===== src/rtl/bst_pkg.sv =====
`default_nettype none
package bst_pkg;
    localparam int unsigned DEPTH_DEF = 32;
    localparam int unsigned LEN_BITS_DEF = 32;

    localparam logic [2:0] K_NONE = 3'd0;
    localparam logic [2:0] K_SSTART = 3'd1;
    localparam logic [2:0] K_SBYTE = 3'd2;
    localparam logic [2:0] K_INT = 3'd3;
    localparam logic [2:0] K_LOPEN = 3'd4;
    localparam logic [2:0] K_DOPEN = 3'd5;
    localparam logic [2:0] K_CLOSE = 3'd6;
    localparam logic [2:0] K_ERR = 3'd7;

    localparam logic [3:0] E_NONE = 4'd0;
    localparam logic [3:0] E_EOF = 4'd1;
    localparam logic [3:0] E_STR = 4'd2;
    localparam logic [3:0] E_INT = 4'd3;
    localparam logic [3:0] E_LIST = 4'd4;
    localparam logic [3:0] E_DICT = 4'd5;
    localparam logic [3:0] E_KEY = 4'd6;
    localparam logic [3:0] E_INV = 4'd7;
    localparam logic [3:0] E_DEEP = 4'd8;

    typedef enum logic [2:0] {
        M_VALUE, M_LEN, M_STR, M_INT, M_DONE, M_ERR
    } t_mode;

    // Result item, packed as it leaves on the master side.
    typedef struct packed {
        logic        value_done;
        logic [3:0]  fault_code;
        logic        is_key;
        logic [5:0]  nest_level;
        logic [63:0] int_value;
        logic        string_final;
        logic [31:0] string_length;
        logic [7:0]  out_byte;
        logic [2:0]  event_kind;
    } t_token;
endpackage
`default_nettype wire


===== src/rtl/bencode_stream_tokenizer.sv =====
`default_nettype none
// Streaming bencode tokenizer. One byte enters per item on the slave side
// (tdata is the byte, tlast marks the end of a buffer), and exactly one
// token per byte leaves on the master side through the output register,
// one byte per cycle sustained while the master side does not stall. Open
// lists and dicts live in a stack memory of MAX_DEPTH entries whose top is
// held in a register beside it: a push writes the old top into the memory,
// and the entry below the top is kept for the depth that the stack will
// have after that cycle (read from the memory, or the old top on a push),
// so a close always finds it ready and the memory port never stalls input.
// On a last byte the parse state returns to reset, with no clearing pass.
module bencode_stream_tokenizer
    import bst_pkg::*;
#(
    parameter int unsigned MAX_DEPTH   = DEPTH_DEF,
    parameter int unsigned LENGTH_BITS = LEN_BITS_DEF
) (
    input  wire logic         i_clk,
    input  wire logic         i_rst_n,
    input  wire logic         s_axis_tvalid,
    output logic              s_axis_tready,
    input  wire logic [7:0]   s_axis_tdata,   // in_byte
    input  wire logic         s_axis_tlast,   // last_byte
    output logic              m_axis_tvalid,
    input  wire logic         m_axis_tready,
    // event_kind[2:0], out_byte[10:3], string_length[42:11], string_final[43],
    // int_value[107:44], nest_level[113:108], is_key[114], fault_code[118:115],
    // value_done[119]
    output logic [119:0]      m_axis_tdata
);
    localparam int unsigned DW = $clog2(MAX_DEPTH + 1);
    localparam int unsigned AW = (MAX_DEPTH > 1) ? $clog2(MAX_DEPTH) : 1;

    // Each stack entry: bit0 dict, bit1 value side.
    logic [1:0] r_mem [MAX_DEPTH];
    logic [1:0] r_rd;
    logic [1:0] r_top, n_top;
    logic [DW-1:0] r_depth, n_depth;
    t_mode r_mode, n_mode;
    logic [LENGTH_BITS-1:0] r_len, n_len;
    logic r_skip, n_skip;
    logic [LENGTH_BITS-1:0] r_rem, n_rem;
    logic [63:0] r_iacc, n_iacc;
    logic r_started, n_started, r_neg, n_neg, r_zero, n_zero, r_dig, n_dig;
    logic r_err, n_err;
    t_token r_tok, n_tok;
    logic r_ov;

    logic w_in, w_out_free;
    logic w_push;
    logic [7:0] b;
    logic w_isd;
    logic [3:0] w_d;
    logic [LENGTH_BITS-1:0] w_lsat;
    logic [63:0] w_isat;

    assign w_out_free = !r_ov || m_axis_tready;
    assign s_axis_tready = w_out_free;
    assign w_in = s_axis_tvalid && s_axis_tready;
    assign m_axis_tvalid = r_ov;
    assign m_axis_tdata = r_tok;
    assign b = s_axis_tdata;
    assign w_isd = (b >= "0") && (b <= "9");
    assign w_d = 4'(b - "0");

    bst_mulacc #(.W(LENGTH_BITS)) u_len (
        .i_acc(r_len), .i_digit(w_d), .i_lim({LENGTH_BITS{1'b1}}), .o_res(w_lsat));
    bst_mulacc #(.W(64)) u_int (
        .i_acc(r_iacc), .i_digit(w_d), .i_lim(64'h8000_0000_0000_0000), .o_res(w_isat));

    // The entry below the top is kept prefetched in r_rd.
    always_ff @(posedge i_clk) begin
        if (w_in && w_push && r_depth != '0) r_mem[AW'(r_depth - 1'b1)] <= r_top;
    end
    logic [DW-1:0] w_rd_depth;
    always_comb w_rd_depth = w_in ? n_depth : r_depth;
    always_ff @(posedge i_clk) begin
        if (w_in && w_push) r_rd <= r_top;
        else if (w_rd_depth >= DW'(2)) r_rd <= r_mem[AW'(w_rd_depth - DW'(2))];
    end

    function automatic logic key_of(logic [DW-1:0] d, logic [1:0] t);
        return (d != '0) && t[0] && !t[1];
    endfunction

    always_comb begin
        logic key_done;
        logic [LENGTH_BITS-1:0] rem1;
        logic [3:0] code;
        n_top = r_top; n_depth = r_depth; n_mode = r_mode;
        n_len = r_len; n_skip = r_skip; n_rem = r_rem; n_iacc = r_iacc;
        n_started = r_started; n_neg = r_neg; n_zero = r_zero; n_dig = r_dig;
        n_err = r_err; n_tok = '0; w_push = 1'b0;
        key_done = 1'b0; rem1 = r_rem - 1'b1; code = E_NONE;
        // key_done marks a value that ends with this byte.
        unique case (r_mode)
            M_VALUE: begin
                if (w_isd) begin
                    n_mode = M_LEN; n_len = LENGTH_BITS'(w_d); n_skip = 1'b0;
                end else if (b == "i") begin
                    n_mode = M_INT; n_iacc = '0;
                    n_started = 1'b0; n_neg = 1'b0; n_zero = 1'b0; n_dig = 1'b0;
                end else if (b == "l" || b == "d") begin
                    if (r_depth >= DW'(MAX_DEPTH)) code = E_DEEP;
                    else begin
                        n_tok.event_kind = (b == "l") ? K_LOPEN : K_DOPEN;
                        n_tok.nest_level = 6'(r_depth);
                        n_tok.is_key = key_of(r_depth, r_top);
                        n_top = {1'b0, b == "d"};
                        n_depth = r_depth + 1'b1; w_push = 1'b1;
                    end
                end else if (b == "e" && r_depth != '0 && r_top != 2'b11) begin
                    n_depth = r_depth - 1'b1; n_top = r_rd;
                    n_tok.event_kind = K_CLOSE;
                    n_tok.nest_level = 6'(n_depth);
                    n_tok.is_key = key_of(n_depth, r_rd);
                    key_done = 1'b1;
                end else code = E_INV;
            end
            M_LEN: begin
                if (b == ":") begin
                    n_tok.event_kind = K_SSTART;
                    n_tok.string_length = (r_len > LENGTH_BITS'(32'hFFFF_FFFF))
                        ? 32'hFFFF_FFFF : 32'(r_len);
                    n_tok.nest_level = 6'(r_depth);
                    n_tok.is_key = key_of(r_depth, r_top);
                    if (r_len == '0) begin
                        n_tok.string_final = 1'b1; key_done = 1'b1;
                    end else begin
                        n_rem = r_len; n_mode = M_STR;
                    end
                end else if (!r_skip && w_isd) n_len = w_lsat;
                else n_skip = 1'b1;
            end
            M_STR: begin
                n_tok.event_kind = K_SBYTE; n_tok.out_byte = b;
                n_tok.nest_level = 6'(r_depth);
                n_tok.is_key = key_of(r_depth, r_top);
                n_rem = rem1;
                if (rem1 == '0) begin
                    n_tok.string_final = 1'b1; key_done = 1'b1;
                end
            end
            M_INT: begin
                n_started = 1'b1;
                if (b == "e") begin
                    n_tok.event_kind = K_INT;
                    n_tok.int_value = r_neg ? (64'd0 - r_iacc)
                        : (r_iacc[63] ? 64'h7FFF_FFFF_FFFF_FFFF : r_iacc);
                    n_tok.nest_level = 6'(r_depth);
                    n_tok.is_key = key_of(r_depth, r_top);
                    key_done = 1'b1;
                end else if (!r_started) begin
                    if (b == "-") n_neg = 1'b1;
                    else if (b == "0") begin n_zero = 1'b1; n_dig = 1'b1; end
                    else if (w_isd) begin n_iacc = 64'(w_d); n_dig = 1'b1; end
                    else code = E_INT;
                end else if (r_zero) code = E_INT;
                else if (r_neg && !r_dig && b == "0") code = E_INT;
                else if (w_isd) begin n_iacc = w_isat; n_dig = 1'b1; end
                else code = E_INT;
            end
            M_DONE, M_ERR: ;
            default: ;
        endcase
        // Value completion; strings are the only legal dict keys.
        if (key_done) begin
            n_mode = M_VALUE;
            if (n_depth == '0) begin
                n_mode = M_DONE; n_tok.value_done = 1'b1;
            end else if (n_top[0]) begin
                if (!n_top[1]) begin
                    if (r_mode == M_INT || r_mode == M_VALUE) code = E_KEY;
                    else n_top[1] = 1'b1;
                end else n_top[1] = 1'b0;
            end
        end
        if (code != E_NONE) begin
            n_tok = '0; n_tok.event_kind = K_ERR; n_tok.fault_code = code;
            n_tok.nest_level = 6'(n_depth);
            n_tok.is_key = key_of(n_depth, n_top);
            n_err = 1'b1; n_mode = M_ERR;
        end
        if (s_axis_tlast) begin
            if (!n_err && n_mode != M_DONE) begin
                if (n_mode == M_LEN || n_mode == M_STR) code = E_STR;
                else if (n_mode == M_INT) code = E_INT;
                else if (n_depth == '0) code = E_EOF;
                else if (!n_top[0]) code = E_LIST;
                else if (n_top[1]) code = E_EOF;
                else code = E_DICT;
                n_tok = '0; n_tok.event_kind = K_ERR; n_tok.fault_code = code;
                n_tok.nest_level = 6'(n_depth);
                n_tok.is_key = key_of(n_depth, n_top);
            end
            n_mode = M_VALUE; n_depth = '0; n_len = '0; n_skip = 1'b0; n_rem = '0;
            n_iacc = '0; n_started = 1'b0; n_neg = 1'b0; n_zero = 1'b0; n_dig = 1'b0;
            n_err = 1'b0;
        end
    end

    always_ff @(posedge i_clk) begin
        if (!i_rst_n) begin
            r_mode <= M_VALUE; r_depth <= '0; r_len <= '0; r_skip <= 1'b0;
            r_rem <= '0; r_iacc <= '0; r_started <= 1'b0; r_neg <= 1'b0;
            r_zero <= 1'b0; r_dig <= 1'b0; r_err <= 1'b0; r_ov <= 1'b0;
            r_top <= '0;
        end else begin
            if (w_in) begin
                r_mode <= n_mode; r_depth <= n_depth; r_len <= n_len;
                r_skip <= n_skip; r_rem <= n_rem; r_iacc <= n_iacc;
                r_started <= n_started; r_neg <= n_neg; r_zero <= n_zero;
                r_dig <= n_dig; r_err <= n_err; r_top <= n_top;
                r_tok <= n_tok;
            end
            if (w_in) r_ov <= 1'b1;
            else if (m_axis_tready) r_ov <= 1'b0;
        end
    end

`ifndef SYNTHESIS
    a_depth: assert property (@(posedge i_clk) disable iff (!i_rst_n)
        r_depth <= DW'(MAX_DEPTH)) else $error("depth over limit");
    a_hold: assert property (@(posedge i_clk) disable iff (!i_rst_n)
        r_ov && !m_axis_tready |=> $stable(r_tok)) else $error("token changed");
    a_last: assert property (@(posedge i_clk) disable iff (!i_rst_n)
        w_in && s_axis_tlast |=> r_depth == '0 && r_mode == M_VALUE)
        else $error("no rearm");
`endif
endmodule
`default_nettype wire


===== src/rtl/bst_mulacc.sv =====
`default_nettype none
// Saturating decimal accumulate: acc*10+d, clamped to lim.
module bst_mulacc
    import bst_pkg::*;
#(
    parameter int unsigned W = 64
) (
    input  wire logic [W-1:0] i_acc,
    input  wire logic [3:0]   i_digit,
    input  wire logic [W-1:0] i_lim,
    output logic [W-1:0]      o_res
);
    logic [W+3:0] w_prod;
    always_comb begin
        w_prod = ({4'd0, i_acc} << 3) + ({4'd0, i_acc} << 1) + (W+4)'(i_digit);
        if (w_prod > {4'd0, i_lim}) o_res = i_lim;
        else o_res = w_prod[W-1:0];
    end
endmodule
`default_nettype wire


===== config.mk =====
export PLATFORM = sky130hd
export DESIGN_NAME = bencode_stream_tokenizer
export DESIGN_NICKNAME = d
export VERILOG_FILES = /design/src/rtl/bst_pkg.sv /design/src/rtl/bencode_stream_tokenizer.sv /design/src/rtl/bst_mulacc.sv
export SDC_FILE = /design/constraint.sdc
export NUM_CORES = 1
export LEC_CHECK = 0
export ABC_CLOCK_PERIOD_IN_PS = 5100
export BUFFER_PORTS_ARGS = -buffer_cell sky130_fd_sc_hd__buf_2
export CAP_MARGIN = 30
export CORE_MARGIN = 3
export CORE_UTILIZATION = 52
export CTS_CLUSTER_SIZE = 25
export DETAILED_ROUTE_END_ITERATION = 8
export GPL_ROUTABILITY_DRIVEN = 0
export PLACE_DENSITY = 0.72
export SETUP_SLACK_MARGIN = 0.15
export SLEW_MARGIN = 25
export SYNTH_ARGS = -nofsm -noshare
export SYNTH_HDL_FRONTEND = slang
export SYNTH_SLANG_ARGS = --single-unit

===== constraint.sdc =====
create_clock -name i_clk -period 5.1 [get_ports i_clk]
set_input_delay 0.51 -clock i_clk [delete_from_list [all_inputs] [get_ports i_clk]]
set_output_delay 0.51 -clock i_clk [all_outputs]
set_load 0.01 [all_outputs]

==> reports/metrics.yaml <==
grt_overflow: 0
cts_tree: "yes"
rsz0062_at_grt: "no"
syn_area_per_cell_um2: 8.63
drtIter0Drc: 2432
h-tree-depth: 2
row_count: 77
slew_headroom_pct: 36.9
track_usage_pct: 28.7
cts_sinks: 332
worst_pin_slew_ns: 0.937
critPathKind: "flip-flop to flip-flop"
start_util_pct: 53.3
ys_types: 93
numCtsBuffers: 39
dieArea_um2: 48500
grt_start_max_net_pins: 65
synth_seq_cells: 332
synthAdderAreaFrac_pct: 11.0
ant_nets: 0
die_w_um: 220
synthesis.area_um2: 23900
synth_warnings: 0
grt_pass1_wl_mm: 113
intPower_mw: 4.78
cts_buffer_depth: 3
route.vias.total: 22443
fin_setup_tns_ns: 0
max_cap_viol_count: 0
crit_arrival_ns: 5.27
ys.flop_type: "edfxtp_1"
firstDrtPassIters: 8
hp-class: "input pin to flip-flop"
ir_worst_vdd_v: 0.000268
path_max_fanout: 31
routed_wl_mm: 71.5
cp-end-kind: "flip-flop"
synth_edf_count: 186
critPathBufInv: 4
start_kind: "flip-flop"
clock_latency_ns: 0.58
synth_compound_area_share_pct: 20.1
antenna_found_initial: 7
syn_inst: 2766
ios: 135
muxShareOfSynthArea_pct: 2.74
leakagePower_nw: 11.5
die_height_um: 220
cpMostUsedCell: "a21o_1"
combPwrFrac_pct: 4.3
cpPeakStageDelay_ns: 0.56
post-route-drc-count: 0
via_per_inst: 6.43
port_buffers: 134
p_sw_mw: 1.41
period_needed_ns: 4.81
crit_required_ns: 5.56
synthXorXnorAreaFrac_pct: 4.22
grt_pass1_vias: 20949
final_cell_area_um2: 26800
cts-root-buf: "clkbuf_16"
max_freq_ghz: 0.208
stdcell_count: 3489
skew_ns: 0.0289
finalHoldViolations: 0
dp.cells: 3412
setup_viol: 0
timing.final.crit_share_pct: 94.2
areaGrowthSynthToFinish_pct: 12.5
core-area_um2: 44800
pwr-share-clk_pct: 49.2
wl_per_cell_um: 20.5
drive_gt1_share_pct: 12.1
p_sw_share_pct: 22.8
crit_slowest_cell: "fa_1"
postPlaceCellArea_um2: 25300
layout_commonest_cell: "nand2_1"
ys_seq_area_share_pct: 35.7
final_nets: 3084
pwr_density_cell_nw_per_um2: 231
synth_fp_nets: 2986
clk_pin_slew_worst_paths_ns: 0.06
slew_violations: 0
async_flop_share_pct: 0
mostFrequentLayoutCells: "nand2_1, nor2_1, a21oi_1, ha_1, edfxtp_1"
synth-simple-area-share_pct: 22.6
dp_hpwl_mm: 51.6
status: "finished clean"
crit_chain: "inv_1 -> fa_1 -> inv_1 -> ha_1 -> a21o_1 -> nand4_1 -> a21o_1 -> and3_2 -> a21oi_1 -> a31o_2 -> a21o_1 -> xnor2_1 -> o2111ai_1 -> nor4_1 -> buf_4 -> a41oi_4 -> buf_6 -> o31ai_1"
synth_top_family_by_area: "simple AND/OR/NAND/NOR gates"
critPathTopFamily: "compound AO/OA/AOI/OAI gates"
p_seq_share_pct: 46.5
cells in the mapped netlist, drive strengths merged (5+ instances only):
| cell type | n | share of area (%) |
|---|---|---|
| o21bai | 12 | 0.38 |
| a311oi | 31 | 1.1 |
| o21a | 28 | 0.88 |
| a211oi | 39 | 1.2 |
| clkbuf | 131 | 2.1 |
| mux2i | 44 | 1.8 |
| a21boi | 7 | 0.22 |
| or2 | 12 | 0.31 |
| nor4 | 51 | 1.5 |
| o22ai | 14 | 0.37 |
| a21o | 46 | 1.4 |
| xor2 | 39 | 1.4 |
| o41ai | 5 | 0.18 |
| mux4 | 8 | 0.76 |
| nand4 | 43 | 1.1 |
| buf | 25 | 0.71 |
| dfxtp | 146 | 12 |
| nand2 | 337 | 5.3 |
| a21oi | 215 | 4.5 |
| o31ai | 41 | 1.3 |
| a22oi | 43 | 1.4 |
| o311ai | 5 | 0.18 |
| ha | 203 | 11 |
| and3 | 53 | 1.4 |
| nor3 | 76 | 1.6 |
| and4 | 14 | 0.51 |
| nor2 | 276 | 4.4 |
| xnor2 | 76 | 2.8 |
| edfxtp | 186 | 23 |
| nand2b | 25 | 0.66 |
| nor4b | 11 | 0.49 |
| or3 | 29 | 0.76 |
| or4 | 12 | 0.39 |
| inv | 52 | 0.82 |
| a31oi | 19 | 0.50 |
| o211ai | 16 | 0.50 |
| a2111oi | 8 | 0.29 |
| nor3b | 5 | 0.16 |
| nand3b | 6 | 0.19 |
| and2 | 30 | 0.79 |
| o21ai | 161 | 3.4 |
| nand3 | 59 | 1.2 |
| nor2b | 45 | 1.2 |
path summary, 6_finish.rpt:
path | to | slack (ns) | cells after the start | from
max | r_iacc[11] | 0.29 | 18 | r_iacc[0]
min | m_axis_tvalid | 0.22 | 3 | s_axis_tvalid
max reg2reg | r_iacc[11] | 0.29 | 18 | r_iacc[0]
min reg2reg | r_zero | 0.48 | 2 | r_zero
metal layers:
layer / up-vias / GRT usage, % / share of wire [%]
met1: 10658 / 41.2 / 44
met4: 4 / 9.51 / 3.0
met2: 1095 / 44.3 / 44
met3: 173 / 4.79 / 9.1
li1: 10513 / - / -
met5: - / 0 / 0.038
tightest hold or removal path, delay by kind of cell:
family          cells  cell delay, ns
compound gates      1            0.06
buf+inv             2            0.16
power groups by stage:
stage	Combinational [mW]	Sequential, mW	Clock (mW)
after floorplan	0.147	2.96	0
after global placement	0.262	2.94	0
after detailed placement	0.266	2.94	0
after CTS	0.268	2.88	3.09
after global routing	0.293	2.88	3.20
final	0.269	2.88	3.05
layout make-up:
class                           count  area [um2]
Inverter                           53         199
Clock inverter                     19         302
Antenna cell                        2        5.00
Clock buffer                       53        1100
Sequential cell                   332        8510
Fill cell                        3885       18000
Multi-Input combinational cell   2225       14600
Tap cell                          592         741
Timing Repair Buffer              213        1340
stage by stage:
stage / total power [mW] / utilization (%) / hold WS, ns / worst slack, ns
6_report: 6.20 / 59.9 / 0.223 / 0.294
2_1_floorplan: 3.11 / - / 0.433 / 0.224
5_1_grt: 6.38 / 59.9 / 0.246 / 0.117
3_3_place_gp: 3.20 / 56.5 / 0.455 / -0.0132
4_1_cts: 6.23 / 59.6 / 0.200 / 0.222
3_5_place_dp: 3.20 / 56.5 / 0.461 / -0.111
cells by family after synthesis:
family	count (synthesis)
buffers and inverters	209
AND/OR/NAND/NOR	1099
adder cells (fa/ha/maj)	207
multiplexers	55
XOR/XNOR	115
flip-flops	332
AO/OA/AOI/OAI	749
flip-flops by register name, indices dropped and copies added (netlist names), 2 cells and up:
signal,flops
m_axis_tdata,120
r_depth,6
r_iacc,64
r_len,32
r_mem,64
r_mode,3
r_rd,2
r_rem,32
r_top,2
timing repair:
item | 4_1_cts | 5_1_grt
hold buffers | 0 | 0
endpoints found under the setup margin | 0 | 90
setup buffers | 0 | 2
resized for setup | 0 | 26
Power figures use the tool's default switching activity.
